## config.mk

```make
export PLATFORM = sky130hd
export DESIGN_NAME = lru_cache_miss_counter
export DESIGN_NICKNAME = d
export VERILOG_FILES = /design/src/hw/rtl/lcmc_pkg.sv /design/src/hw/rtl/lru_cache_miss_counter.sv /design/src/hw/rtl/lcmc_cell.sv
export SDC_FILE = /design/constraint.sdc
export NUM_CORES = 1
export LEC_CHECK = 0
export BUFFER_PORTS_ARGS = -buffer_cell sky130_fd_sc_hd__buf_2
export CORE_UTILIZATION = 30
export DETAILED_ROUTE_END_ITERATION = 8
export MAX_ROUTING_LAYER = met4
export PLACE_DENSITY = 0.51
export SYNTH_ARGS = -nofsm -noshare
export SYNTH_HDL_FRONTEND = slang
export SYNTH_SLANG_ARGS = --single-unit
```

## constraint.sdc

```tcl
create_clock -name clk -period 6.45 [get_ports clk]
set_input_delay 1.29 -clock clk [delete_from_list [all_inputs] [get_ports clk]]
set_output_delay 1.29 -clock clk [all_outputs]
set_load 0.01 [all_outputs]
```

## src/hw/rtl/lcmc_pkg.sv

```systemverilog
// ----------------------------------------------------------------------------
// lcmc_pkg: shared definitions for the LRU cache miss counter
// Register map constants, port widths and the control bundle that the
// top level sends to every cell of the recency stack.
// ----------------------------------------------------------------------------
package lcmc_pkg;

	// Width of the key and count ports.
	localparam int unsigned PORT_W = 32;

	// Width of the capacity register.
	localparam int unsigned CAP_W = 5;

	// APB address width and register offsets.
	localparam int unsigned ADDR_W = 3;
	localparam logic [ADDR_W-1:0] ADDR_CAPACITY = 3'd0;

	// Per-transaction controls broadcast to all cells.
	typedef struct packed {
		logic lookup;   // compare the incoming key against the stored entry
		logic update;   // shift the stack according to the limit index
	} cell_ctrl_t;

endpackage

```

## src/hw/rtl/lru_cache_miss_counter.sv

```systemverilog
// ----------------------------------------------------------------------------
// lru_cache_miss_counter: fully associative cache with LRU replacement
// A chain of key cells forms the recency stack; the top level sequences
// lookups and shifts and keeps the occupancy and the miss count.
// ----------------------------------------------------------------------------
// A request is accepted when start is high and busy is low. Every cell
// compares its key with the request in the accept cycle, and in the next
// cycle the stack shifts down by one cell from the top to the hit position
// or the fill limit; busy stays high through the shift, so no new request
// is accepted until it is done. The result is driven on hit, evicted,
// evicted_key and miss_count for exactly one cycle with done high, in the
// cycle in which busy drops; it must be taken in that cycle. Keys are compared
// on their low KEY_WIDTH bits. Write capacity over the APB port only while no
// request is in flight.
// ----------------------------------------------------------------------------
module lru_cache_miss_counter #(
	parameter int unsigned MAX_ENTRIES = 16,
	parameter int unsigned KEY_WIDTH   = 32
) (
	input  logic                                clk,
	input  logic                                arst_n,
	// Request channel.
	input  logic                                start,
	output logic                                busy,
	input  logic [lcmc_pkg::PORT_W-1:0]         key,
	input  logic                                first,
	// Result channel.
	output logic                                done,
	output logic                                hit,
	output logic                                evicted,
	output logic [lcmc_pkg::PORT_W-1:0]         evicted_key,
	output logic [lcmc_pkg::PORT_W-1:0]         miss_count,
	// Configuration port.
	input  logic                                psel,
	input  logic                                penable,
	input  logic                                pwrite,
	input  logic [lcmc_pkg::ADDR_W-1:0]         paddr,
	input  logic [31:0]                         pwdata,
	output logic [31:0]                         prdata,
	output logic                                pready
);

	localparam int unsigned CNT_W = $clog2(MAX_ENTRIES + 1);
	localparam int unsigned CW    = (CNT_W > lcmc_pkg::CAP_W) ? CNT_W : lcmc_pkg::CAP_W;
	localparam int unsigned PW    = lcmc_pkg::PORT_W;

	localparam logic ST_IDLE = 1'b0;
	localparam logic ST_UPD  = 1'b1;

	logic                        state_q;
	logic [lcmc_pkg::CAP_W-1:0]  cap_q;
	logic [CNT_W-1:0]            occ_q;
	logic [PW-1:0]               miss_q;
	logic [KEY_WIDTH-1:0]        key_q;
	logic                        done_q;
	logic                        hit_q;
	logic                        evicted_q;
	logic [PW-1:0]               evicted_key_q;

	logic                        accept;
	logic [KEY_WIDTH-1:0]        key_in;
	logic [CNT_W-1:0]            occ_limit;
	lcmc_pkg::cell_ctrl_t        ctrl;
	logic [KEY_WIDTH-1:0]        entry [MAX_ENTRIES];
	logic [KEY_WIDTH-1:0]        taps  [MAX_ENTRIES];
	logic [MAX_ENTRIES-1:0]      match_vec;
	logic                        any_hit;
	logic [CNT_W-1:0]            hit_pos;
	logic [CW-1:0]               cap_eff;
	logic                        full;
	logic [CNT_W-1:0]            shift_lim;
	logic [CNT_W-1:0]            vic_idx;
	logic [KEY_WIDTH-1:0]        victim;
	logic [PW-1:0]               victim_out;

	assign accept = start && (state_q == ST_IDLE);
	assign busy   = (state_q == ST_UPD);
	assign pready = 1'b1;

	// Request key reduced or extended to the internal key width.
	if (KEY_WIDTH <= PW) begin : g_key_narrow
		assign key_in     = key[KEY_WIDTH-1:0];
		assign victim_out = PW'(victim);
	end else begin : g_key_wide
		assign key_in     = {{(KEY_WIDTH-PW){1'b0}}, key};
		assign victim_out = victim[PW-1:0];
	end

	// A first request sees an empty stack during lookup.
	assign occ_limit   = first ? '0 : occ_q;
	assign ctrl.lookup = accept;
	assign ctrl.update = (state_q == ST_UPD);

	// Capacity register and readback.
	always_ff @(posedge clk or negedge arst_n) begin
		if (!arst_n) begin
			cap_q <= lcmc_pkg::CAP_W'(16);
		end else if (psel && penable && pwrite && (paddr == lcmc_pkg::ADDR_CAPACITY)) begin
			cap_q <= pwdata[lcmc_pkg::CAP_W-1:0];
		end
	end

	assign prdata = (paddr == lcmc_pkg::ADDR_CAPACITY) ? 32'(cap_q) : '0;

	// Effective capacity: zero reads as one, and it is bounded by the depth.
	always_comb begin
		cap_eff = CW'(cap_q);
		if (cap_eff == '0) begin
			cap_eff = CW'(1);
		end
		if (cap_eff > CW'(MAX_ENTRIES)) begin
			cap_eff = CW'(MAX_ENTRIES);
		end
	end

	// Hit position from the one-hot match vector.
	always_comb begin
		hit_pos = '0;
		for (int i = 0; i < MAX_ENTRIES; i++) begin
			if (match_vec[i]) begin
				hit_pos = hit_pos | CNT_W'(i);
			end
		end
	end

	assign any_hit   = |match_vec;
	assign full      = (CW'(occ_q) >= cap_eff);
	assign vic_idx   = occ_q - CNT_W'(1);
	assign shift_lim = any_hit ? hit_pos : (full ? vic_idx : occ_q);

	// Chain of stack cells; the top cell takes the request key.
	for (genvar g = 0; g < MAX_ENTRIES; g++) begin : g_cell
		logic [KEY_WIDTH-1:0] prev;
		if (g == 0) begin : g_top
			assign prev = key_q;
		end else begin : g_rest
			assign prev = entry[g-1];
		end
		lcmc_cell #(
			.INDEX     (g),
			.KEY_WIDTH (KEY_WIDTH),
			.CNT_W     (CNT_W)
		) u_cell (
			.clk       (clk),
			.arst_n    (arst_n),
			.ctrl      (ctrl),
			.req_key   (key_in),
			.occ_limit (occ_limit),
			.shift_lim (shift_lim),
			.vic_idx   (vic_idx),
			.prev_key  (prev),
			.entry     (entry[g]),
			.match     (match_vec[g]),
			.tap       (taps[g])
		);
	end

	// Bottom entry, picked by OR-ing the cell taps.
	always_comb begin
		victim = '0;
		for (int i = 0; i < MAX_ENTRIES; i++) begin
			victim = victim | taps[i];
		end
	end

	// Sequencer, occupancy and miss count.
	always_ff @(posedge clk or negedge arst_n) begin
		if (!arst_n) begin
			state_q <= ST_IDLE;
			occ_q   <= '0;
			miss_q  <= '0;
			done_q  <= 1'b0;
		end else begin
			done_q <= (state_q == ST_UPD);
			unique case (state_q)
				ST_IDLE: begin
					if (start) begin
						state_q <= ST_UPD;
						if (first) begin
							occ_q  <= '0;
							miss_q <= '0;
						end
					end
				end
				ST_UPD: begin
					state_q <= ST_IDLE;
					if (!any_hit) begin
						if (miss_q != '1) begin
							miss_q <= miss_q + PW'(1);
						end
						if (!full) begin
							occ_q <= occ_q + CNT_W'(1);
						end
					end
				end
				default: begin
					state_q <= ST_IDLE;
				end
			endcase
		end
	end

	// Request key held for the shift cycle.
	always_ff @(posedge clk) begin
		if (accept) begin
			key_q <= key_in;
		end
	end

	// Result registers, loaded in the shift cycle.
	always_ff @(posedge clk) begin
		if (state_q == ST_UPD) begin
			hit_q         <= any_hit;
			evicted_q     <= !any_hit && full;
			evicted_key_q <= (!any_hit && full) ? victim_out : '0;
		end
	end

	assign done        = done_q;
	assign hit         = hit_q;
	assign evicted     = evicted_q;
	assign evicted_key = evicted_key_q;
	assign miss_count  = miss_q;

	// Every shift cycle follows an accepted request.
	assert property (@(posedge clk) disable iff (!arst_n)
		busy |-> $past(start && !busy))
		else $error("shift cycle without an accepted request");

	// A result is strobed only right after a shift cycle.
	assert property (@(posedge clk) disable iff (!arst_n)
		done |-> $past(busy))
		else $error("result strobe without a shift cycle");

	// At most one occupied entry matches any key.
	assert property (@(posedge clk) disable iff (!arst_n)
		busy |-> $onehot0(match_vec))
		else $error("duplicate keys in the recency stack");

	// Occupancy never exceeds the built depth.
	assert property (@(posedge clk) disable iff (!arst_n)
		occ_q <= CNT_W'(MAX_ENTRIES))
		else $error("occupancy above depth");

	// A hit never evicts, and an eviction comes with a counted miss.
	assert property (@(posedge clk) disable iff (!arst_n)
		done && evicted |-> !hit && (miss_count != '0))
		else $error("eviction reported on a hit");

endmodule

```

## src/hw/rtl/lcmc_cell.sv

```systemverilog
// ----------------------------------------------------------------------------
// lcmc_cell: one entry of the recency stack
// Holds one key, compares it with a request, and on update takes the key
// of its upper neighbor when it lies at or above the shift limit.
// ----------------------------------------------------------------------------
module lcmc_cell #(
	parameter int unsigned INDEX     = 0,
	parameter int unsigned KEY_WIDTH = 32,
	parameter int unsigned CNT_W     = 5
) (
	input  logic                  clk,
	input  logic                  arst_n,
	input  lcmc_pkg::cell_ctrl_t  ctrl,
	input  logic [KEY_WIDTH-1:0]  req_key,
	input  logic [CNT_W-1:0]      occ_limit,
	input  logic [CNT_W-1:0]      shift_lim,
	input  logic [CNT_W-1:0]      vic_idx,
	input  logic [KEY_WIDTH-1:0]  prev_key,
	output logic [KEY_WIDTH-1:0]  entry,
	output logic                  match,
	output logic [KEY_WIDTH-1:0]  tap
);

	localparam logic [CNT_W-1:0] MY_IDX = CNT_W'(INDEX);

	logic [KEY_WIDTH-1:0] entry_q;
	logic                 match_q;

	// Match flag, captured when the request is accepted. Only occupied
	// entries take part.
	always_ff @(posedge clk or negedge arst_n) begin
		if (!arst_n) begin
			match_q <= 1'b0;
		end else if (ctrl.lookup) begin
			match_q <= (req_key == entry_q) && (MY_IDX < occ_limit);
		end
	end

	// Stored key: shift down from the neighbor when inside the moved range.
	always_ff @(posedge clk) begin
		if (ctrl.update && (MY_IDX <= shift_lim)) begin
			entry_q <= prev_key;
		end
	end

	assign entry = entry_q;
	assign match = match_q;
	assign tap   = (MY_IDX == vic_idx) ? entry_q : '0;

endmodule
```

==> run summary, run 1 <==
========================================================================================================
Status .................................................................................... complete, no violations
Height of the chip ........................................................................       322 um
Final cell utilization of the core ........................................................        0.348
Count of final setup violators ............................................................            0
Number of routed nets with antenna violations .............................................            0
Slowest stage delay, CP ...................................................................      0.99 ns
Post-synth EDFFs ..........................................................................          578
Setup Crit Path Kind ......................................................................      reg2reg
Sequential area share after synthesis .....................................................        0.613
Max clock buf depth .......................................................................            3
Final TNS setup ...........................................................................         0 ns
Number of antenna violations at the first check in global routing .........................            5
Synth Flop Type ........................................................................... sky130_fd_sc_hd__edfxtp_1
Unrepaired setup endpoints after global routing ...........................................           no
Final weighted congestion in routability-driven placement .................................         1.09
Cell count after placement ................................................................         3700
Final period demand of the worst path .....................................................      5.02 ns
Commonest non-fill, non-tap cell in the layout ............................................ sky130_fd_sc_hd__edfxtp_1
Final max-slew violation count ............................................................            0
Post-CTS clock slew at the launch and capture registers of the worst setup and hold paths .      0.07 ns
Worst slack on hold paths .................................................................     0.412 ns
Summed instance area of the synthesized netlist ...........................................   30800 um^2
Resized Gates After CTS ...................................................................            0
Signal arrival time at the worst endpoint .................................................      5.37 ns
Remaining global-route overflow ...........................................................            0
Synth warn ................................................................................            0
Most frequent cells in the layout ......................................................... sky130_fd_sc_hd__edfxtp_1 (578), sky130_fd_sc_hd__xor2_1 (270), sky130_fd_sc_hd__xnor2_1 (259), sky130_fd_sc_hd__buf_2 (119), sky130_fd_sc_hd__nand4_1 (88)
Synthesis-stage register bit count ........................................................          638
Final Hold Viols ..........................................................................            0
Area added between synthesis and finish ...................................................        15.1%
Peak fanout along the critical path .......................................................           18
Distinct cells, synth .....................................................................           79
Critical path startpoint category .........................................................         flop
Non-filler instance count after layout ....................................................         3844
Total via count after detailed routing ....................................................        23.1k
Detailed Place HPWL .......................................................................      99.3 mm
Clock tree from TritonCTS .................................................................          yes
CP max-delay cell ......................................................................... sky130_fd_sc_hd__a21boi_4
Syn avg cell area .........................................................................    13.2 um^2
Data required time of the critical path ...................................................      6.79 ns
H-tree Lvls ...............................................................................            3
Sequence of cells on the critical path .................................................... inv_1 -> ha_1 -> nor2b_1 -> o221ai_1 -> nand2b_1 -> xor2_1 -> a221oi_2 -> nand2_1 -> a21boi_4 -> buf_4
Standard cell core area ...................................................................  102000 um^2
Wire length of the first global-routing pass ..............................................       193 mm
Highest clock frequency the design can meet ...............................................      199 MHz
Peak ir drop on the vdd network ...........................................................   0.000313 V
Worst min-delay path class ................................................................      reg2reg
Largest net degree at the start of global routing .........................................           61
Worst slew pin tran .......................................................................      1.30 ns
Worst-Skew Late Latency ...................................................................      0.66 ns
Initial core utilization ..................................................................        0.302
Clock sinks ...............................................................................          638
First-pass iteration count of the detailed router .........................................            9
Layout cells sized above 1 ................................................................        0.136
Number of DRC markers after the initial detailed-route iteration ..........................         4202
Total power divided by cell area ..........................................................  454 nW/um^2
Number of buffers inserted by hold repair at cts ..........................................            0
Number of buffers inserted by post-CTS setup repair .......................................            0
Number of rows created at floorplan .......................................................          117
Nature of the critical path endpoint ......................................................         flop
Reported max-cap violation count ..........................................................            0
Avg WL per Cell ...........................................................................      37.5 um
Per-cell via count in the routed design ...................................................         6.00
Relative max-transition margin ............................................................        0.133
Number of global-route vias before repair .................................................        21.6k
Synthesized instance count ................................................................         2329
Die Span X ................................................................................       322 um
Sum of routed wire length over all layers .................................................       144 mm
Number of I/O port buffers ................................................................          119
Net count, final ..........................................................................         2497
Final worst clock skew ....................................................................    0.0301 ns
Number of CTS-inserted buffers ............................................................           77
CTS Root Cell ............................................................................. sky130_fd_sc_hd__clkbuf_16
Leakage power .............................................................................      11.6 nW
Remaining routing DRC violations ..........................................................            0
Die area ..................................................................................  104000 um^2
Combined global-route utilization of all metal layers .....................................        0.282
Proportion of register bits with asynchronous set or reset after synthesis ................       0.0940
Ratio of final minimum period to clock period .............................................        0.779
Number of top-level design ports ..........................................................          175
========================================================================================================
[cells by family (layout without fill, tap and decap cells)]
| group | count (synthesis) | after routing | share of synthesized area |
|---|---|---|---|
| adder cells (fa/ha/maj) | 12 | 12 | 0.00488 |
| buffers and inverters | 213 | 330 | 0.0312 |
| flip-flops | 638 | 638 | 0.613 |
| AND/OR/NAND/NOR | 454 | 454 | 0.0798 |
| multiplexers | 8 | 8 | 0.00289 |
| XOR/XNOR | 529 | 529 | 0.151 |
| AO/OA/AOI/OAI | 473 | 473 | 0.117 |
| other | 2 | 32 | 0.000244 |
[synthesized netlist by cell type (all sizes together) (4+ instances only)]
cell type	instances	area (um^2)
and4	7	61.3
dfrtp	59	1480
o21a	6	45.0
o22ai	32	206
a22oi	85	638
a2111oi	6	52.6
a22o	66	578
and2	18	113
nor2	77	292
nand4	88	551
nand2b	10	62.6
o221ai	5	43.8
a32o	13	130
nand3	21	105
nor4	77	503
o211ai	5	37.5
nand2	81	304
a221oi	30	269
o2111ai	4	35.0
a222oi	47	470
buf	65	400
mux2	4	45.0
nor3	29	160
a31oi	30	188
a32oi	5	43.8
o21ai	32	164
a21oi	65	325
or4	6	48.8
ha	12	150
clkbuf	128	480
nor2b	9	56.3
or3	13	81.3
edfxtp	578	17400
xor2	270	2360
inv	20	77.6
a211oi	9	72.6
and3	11	68.8
mux2i	4	43.8
a21boi	10	78.8
xnor2	259	2270
[final cells by class]
cell class / instances / area, um^2
antenna: 4 / 10.0
multi-input combinational: 1504 / 11300
clock inverter: 46 / 399
inverter: 20 / 77.6
sequential: 638 / 18900
tap: 1368 / 1710
fill: 9956 / 66400
timing repair buffer: 170 / 991
clock buffer: 94 / 2080
[final timing paths]
path	from	endpoint	slack [ns]	cells past startpoint
max	occ_q[0]	g_cell[13].u_cell.entry[5]	1.43	10
min	g_cell[0].prev[12]	g_cell[0].u_cell.entry[12]	0.41	0
max reg2reg	occ_q[0]	g_cell[13].u_cell.entry[5]	1.43	10
min reg2reg	g_cell[0].prev[12]	g_cell[0].u_cell.entry[12]	0.41	0
max in group asynchronous	arst_n	busy	4.98	2
min in group asynchronous	arst_n	miss_count[22]	0.84	2
[where the power goes]
part	total, mW	internal [mW]	switching (mW)
combinational	5.46	1.44	4.03
sequential	6.19	5.52	0.671
clock	4.42	2.53	1.89
total	16.1	9.49	6.59
[stage by stage]
stage / total power, mW / worst slack [ns] / cell area, um^2
CTS: 15.9 / 1.51 / 35400
detailed placement: 11.5 / 1.55 / 32900
floorplan: 8.70 / 1.45 / 30900
finish: 16.1 / 1.43 / 35400
global route: 16.3 / 1.27 / 35400
global placement: 11.5 / 1.66 / 32900
[flip-flops by register name, summed over array words and instances (netlist names)]
| register | cells |
|---|---|
| g_cell.u_cell.entry | 512 |
| evicted_key | 32 |
| g_cell.prev | 32 |
| miss_count | 32 |
| g_cell.u_cell.match | 16 |
| cap_q | 5 |
| occ_q | 5 |
| busy | 1 |
| done | 1 |
| evicted | 1 |
| hit | 1 |
[worst max-delay path, delay by kind of cell, from the launching register on]
kind            cells  cell delay [ns]
buf+inv             2             0.78
fa+ha+maj           1             0.39
simple gates        3             0.40
compound gates      3             2.08
flops               1             0.82
xor+xnor            1             0.20
[metal layers]
metal / wire [um] / share of wire / up-vias / global-route usage
met3: 17000 / 0.12 / 357 / 0.0639
met1: 56300 / 0.39 / 11700 / 0.370
met4: 10300 / 0.072 / 0 / 0.174
met2: 60600 / 0.42 / 1917 / 0.392
met5: 0 / 0 / - / -
li1: - / - / 9071 / -
Note: power is estimated with default switching activity, not from simulation.
==> run 2: changes to the inputs <==
==> constraint.sdc (replaced) <==
create_clock -name clk -period 5.11 [get_ports clk]
set_input_delay 1.022 -clock clk [delete_from_list [all_inputs] [get_ports clk]]
set_output_delay 1.022 -clock clk [all_outputs]
set_load 0.01 [all_outputs]
==> run summary, run 2 (synthesized netlist as in run 1, its figures left out) <==
========================================================================================================
Relative max-transition margin ............................................................       0.0362   -0.0963
Critical Path End ......................................................................... evicted_key[26]
Setup slack on the worst flop-to-flop path ................................................      0.42 ns   -1.00 ns
First-pass iteration count of the detailed router .........................................            9   unchanged
Slowest stage delay, CP ...................................................................      0.99 ns   about the same
Origin of the worst setup path ............................................................     occ_q[0]
Largest net degree at the start of global routing .........................................           93   +52%
Ratio of final minimum period to clock period .............................................        0.917   +0.139
Worst R2R Start ...........................................................................     occ_q[0]
Combined global-route utilization of all metal layers .....................................        0.286   +0.00412
Signal arrival time at the worst endpoint .................................................      5.10 ns   -0.27 ns
Non-filler instance count after layout ....................................................         3872   +0.73%
Flip-flop count of the largest register after layout ......................................          512   unchanged
Final worst clock skew ....................................................................    0.0492 ns   +0.0191 ns
Status .................................................................................... complete, but fails checks
Highest clock frequency the design can meet ...............................................      213 MHz   +7.2%
Worst min-delay path class ................................................................      reg2reg
Total power divided by cell area ..........................................................  575 nW/um^2   +27%
Sequence of cells on the critical path .................................................... inv_1 -> buf_4 -> ha_1 -> or3_1 -> o21ba_2 -> a21oi_2 -> nor2_1 -> buf_4 -> a22o_1 -> a221oi_1 -> a31oi_1
Die Span X ................................................................................       322 um   unchanged
Post-CTS clock slew at the launch and capture registers of the worst setup and hold paths .      0.06 ns   about the same
H-tree Lvls ...............................................................................            3   unchanged
Sum of routed wire length over all layers .................................................       146 mm   +1.1%
Worst slack on hold paths .................................................................     0.403 ns   -0.00913 ns
Violations in the final reports ...........................................................          DRC
Net count, final ..........................................................................         2522   +1.0%
Number of global-route vias before repair .................................................        21.8k   +0.84%
Critical path startpoint category .........................................................         flop
Number of routed nets with antenna violations .............................................            0   unchanged
Commonest non-fill, non-tap cell in the layout ............................................ sky130_fd_sc_hd__edfxtp_1
Unrepaired setup endpoints after global routing ...........................................           no
CTS Root Cell ............................................................................. sky130_fd_sc_hd__clkbuf_16
Number of DRC markers after the initial detailed-route iteration ..........................         4118   -2.0%
Layout cells sized above 1 ................................................................        0.146   +0.0100
Summed area of non-filler cells in the final layout .......................................   35800 um^2   +1.3%
Final TNS setup ...........................................................................         0 ns   unchanged
Overall power .............................................................................      20.6 mW   +28%
Detailed Place HPWL .......................................................................       101 mm   +2.0%
Height of the chip ........................................................................       322 um   unchanged
Most frequent cells in the layout ......................................................... sky130_fd_sc_hd__edfxtp_1 (578), sky130_fd_sc_hd__xor2_1 (270), sky130_fd_sc_hd__xnor2_1 (259), sky130_fd_sc_hd__buf_2 (119), sky130_fd_sc_hd__nand4_1 (88)
Worst-Skew Late Latency ...................................................................      0.69 ns   +0.03 ns
Placed standard-cell area .................................................................   33200 um^2   +0.93%
Area added between synthesis and finish ...................................................        16.6%
Data required time of the critical path ...................................................      5.52 ns   -1.27 ns
Avg WL per Cell ...........................................................................      37.6 um   +0.35%
Initial core utilization ..................................................................        0.302   unchanged
Remaining global-route overflow ...........................................................            0   unchanged
Peak ir drop on the vdd network ...........................................................   0.000388 V   +24%
Standard cell core area ...................................................................  102000 um^2   unchanged
Depth of the most critical reg-to-reg path ................................................           11   +1
Wire length of the first global-routing pass ..............................................       196 mm   +1.5%
CP max-delay cell ......................................................................... sky130_fd_sc_hd__nor2_1
Number of stages on the worst setup path ..................................................           11   +1
Leakage power .............................................................................      11.8 nW   +1.8%
Cell count after placement ................................................................         3724   +0.65%
Resized Gates After CTS ...................................................................            0   unchanged
Top cell family by delay on the critical path ............................................. simple AND/OR/NAND/NOR gates
Remaining routing DRC violations ..........................................................            2   +2
Clock sinks ...............................................................................          638   unchanged
FILL cells ................................................................................         9886   -0.70%
Most frequent CP cell ..................................................................... sky130_fd_sc_hd__buf_4
Buf/Inv on CP .............................................................................            3   +1
Final period demand of the worst path .....................................................      4.69 ns   -0.335 ns
Setup Crit Path Kind ......................................................................      reg2reg
Number of I/O port buffers ................................................................          119   unchanged
Peak fanout along the critical path .......................................................           15   -3
Final Hold Viols ..........................................................................            0   unchanged
Area of all sequential standard cells .....................................................   18900 um^2   unchanged
Worst slew pin tran .......................................................................      1.43 ns   +0.134 ns
Final weighted congestion in routability-driven placement .................................         1.01   -7.2%
Number of buffers inserted by hold repair at cts ..........................................            0   unchanged
Number of rows created at floorplan .......................................................          117   unchanged
Number of top-level design ports ..........................................................          175   unchanged
Total via count after detailed routing ....................................................        23.0k   -0.35%
Max clock buf depth .......................................................................            3   unchanged
Reported max-cap violation count ..........................................................            0   unchanged
Number of CTS-inserted buffers ............................................................           78   +1.3%
Number of buffers inserted by post-CTS setup repair .......................................            0   unchanged
Area of combinational cells with multiple inputs ..........................................   11200 um^2   -0.22%
Final max-slew violation count ............................................................            0   unchanged
Per-cell via count in the routed design ...................................................         5.94   -1.1%
Clock tree from TritonCTS .................................................................          yes
Nature of the critical path endpoint ......................................................         flop
Number of antenna violations at the first check in global routing .........................            6   +1
Die area ..................................................................................  104000 um^2   unchanged
Endpoint of the worst register-to-register path ........................................... evicted_key[26]
Count of final setup violators ............................................................            0   unchanged
========================================================================================================
==> run 2: cell types whose count changed in the layout (fill, tap and decap cells not counted), sizes merged <==
cell      delta
buf         +24
clkbuf       -5
bufinv       +3
clkinv       +3
clkinvlp     +3
diode        -1
inv          +1
==> run 2: routing by layer <==
| metal | vias to the layer above | share of wire | track usage |
|---|---|---|---|
| met1 | 11700 | 0.40 | 0.376 |
| met4 | 0 | 0.063 | 0.154 |
| met2 | 1815 | 0.43 | 0.407 |
| li1 | 9129 | - | - |
| met3 | 310 | 0.11 | 0.0651 |
| met5 | - | 0 | - |
==> run 2: worst register-to-register path, delay by kind of cell (launching register included) <==
| family | cells | cell delay (ns) |
|---|---|---|
| AOI/OAI and AO/OA | 5 | 1.04 |
| adders and majority gates | 1 | 0.38 |
| buffers and inverters | 3 | 0.78 |
| DFF | 1 | 0.78 |
| and+or+nand+nor | 2 | 1.45 |
==> run 2: report_power, final <==
group          switching (mW)  total (mW)  internal (mW)
Clock                    2.47        5.79           3.32
Combinational            5.11        7.05           1.94
Sequential              0.813        7.77           6.96
==> run 2: worst min path at each step <==
stage | startpoint | endpoint | cells past startpoint
final | g_cell[0].prev[12] | g_cell[0].u_cell.entry[12] | 0
after global routing | g_cell[0].prev[4] | g_cell[0].u_cell.entry[4] | 0
after CTS | g_cell[0].prev[12] | g_cell[0].u_cell.entry[12] | 0
after detailed placement | g_cell[0].prev[21] | g_cell[0].u_cell.entry[21] | 0
after global placement | g_cell[0].prev[16] | g_cell[0].u_cell.entry[16] | 0
after floorplan | g_cell[0].prev[0] | g_cell[0].u_cell.entry[0] | 0
==> run 2: area by class of cell <==
class,count,share of cell area
Multi-Input combinational cell,1504,0.313
Clock inverter,56,0.0174
Sequential cell,638,0.526
Inverter,20,0.00216
Antenna cell,3,0.000209
Clock buffer,89,0.0559
Tap cell,1368,0.0478
Timing Repair Buffer,194,0.0369
==> run 2: stage by stage <==
| step | setup WS (ns) | utilization |
|---|---|---|
| 2_1_floorplan | 0.106 | - |
| 3_3_place_gp | 0.662 | 0.326 |
| 3_5_place_dp | 0.699 | 0.326 |
| 4_1_cts | 0.640 | 0.352 |
| 5_1_grt | 0.435 | 0.352 |
| 6_report | 0.423 | 0.352 |
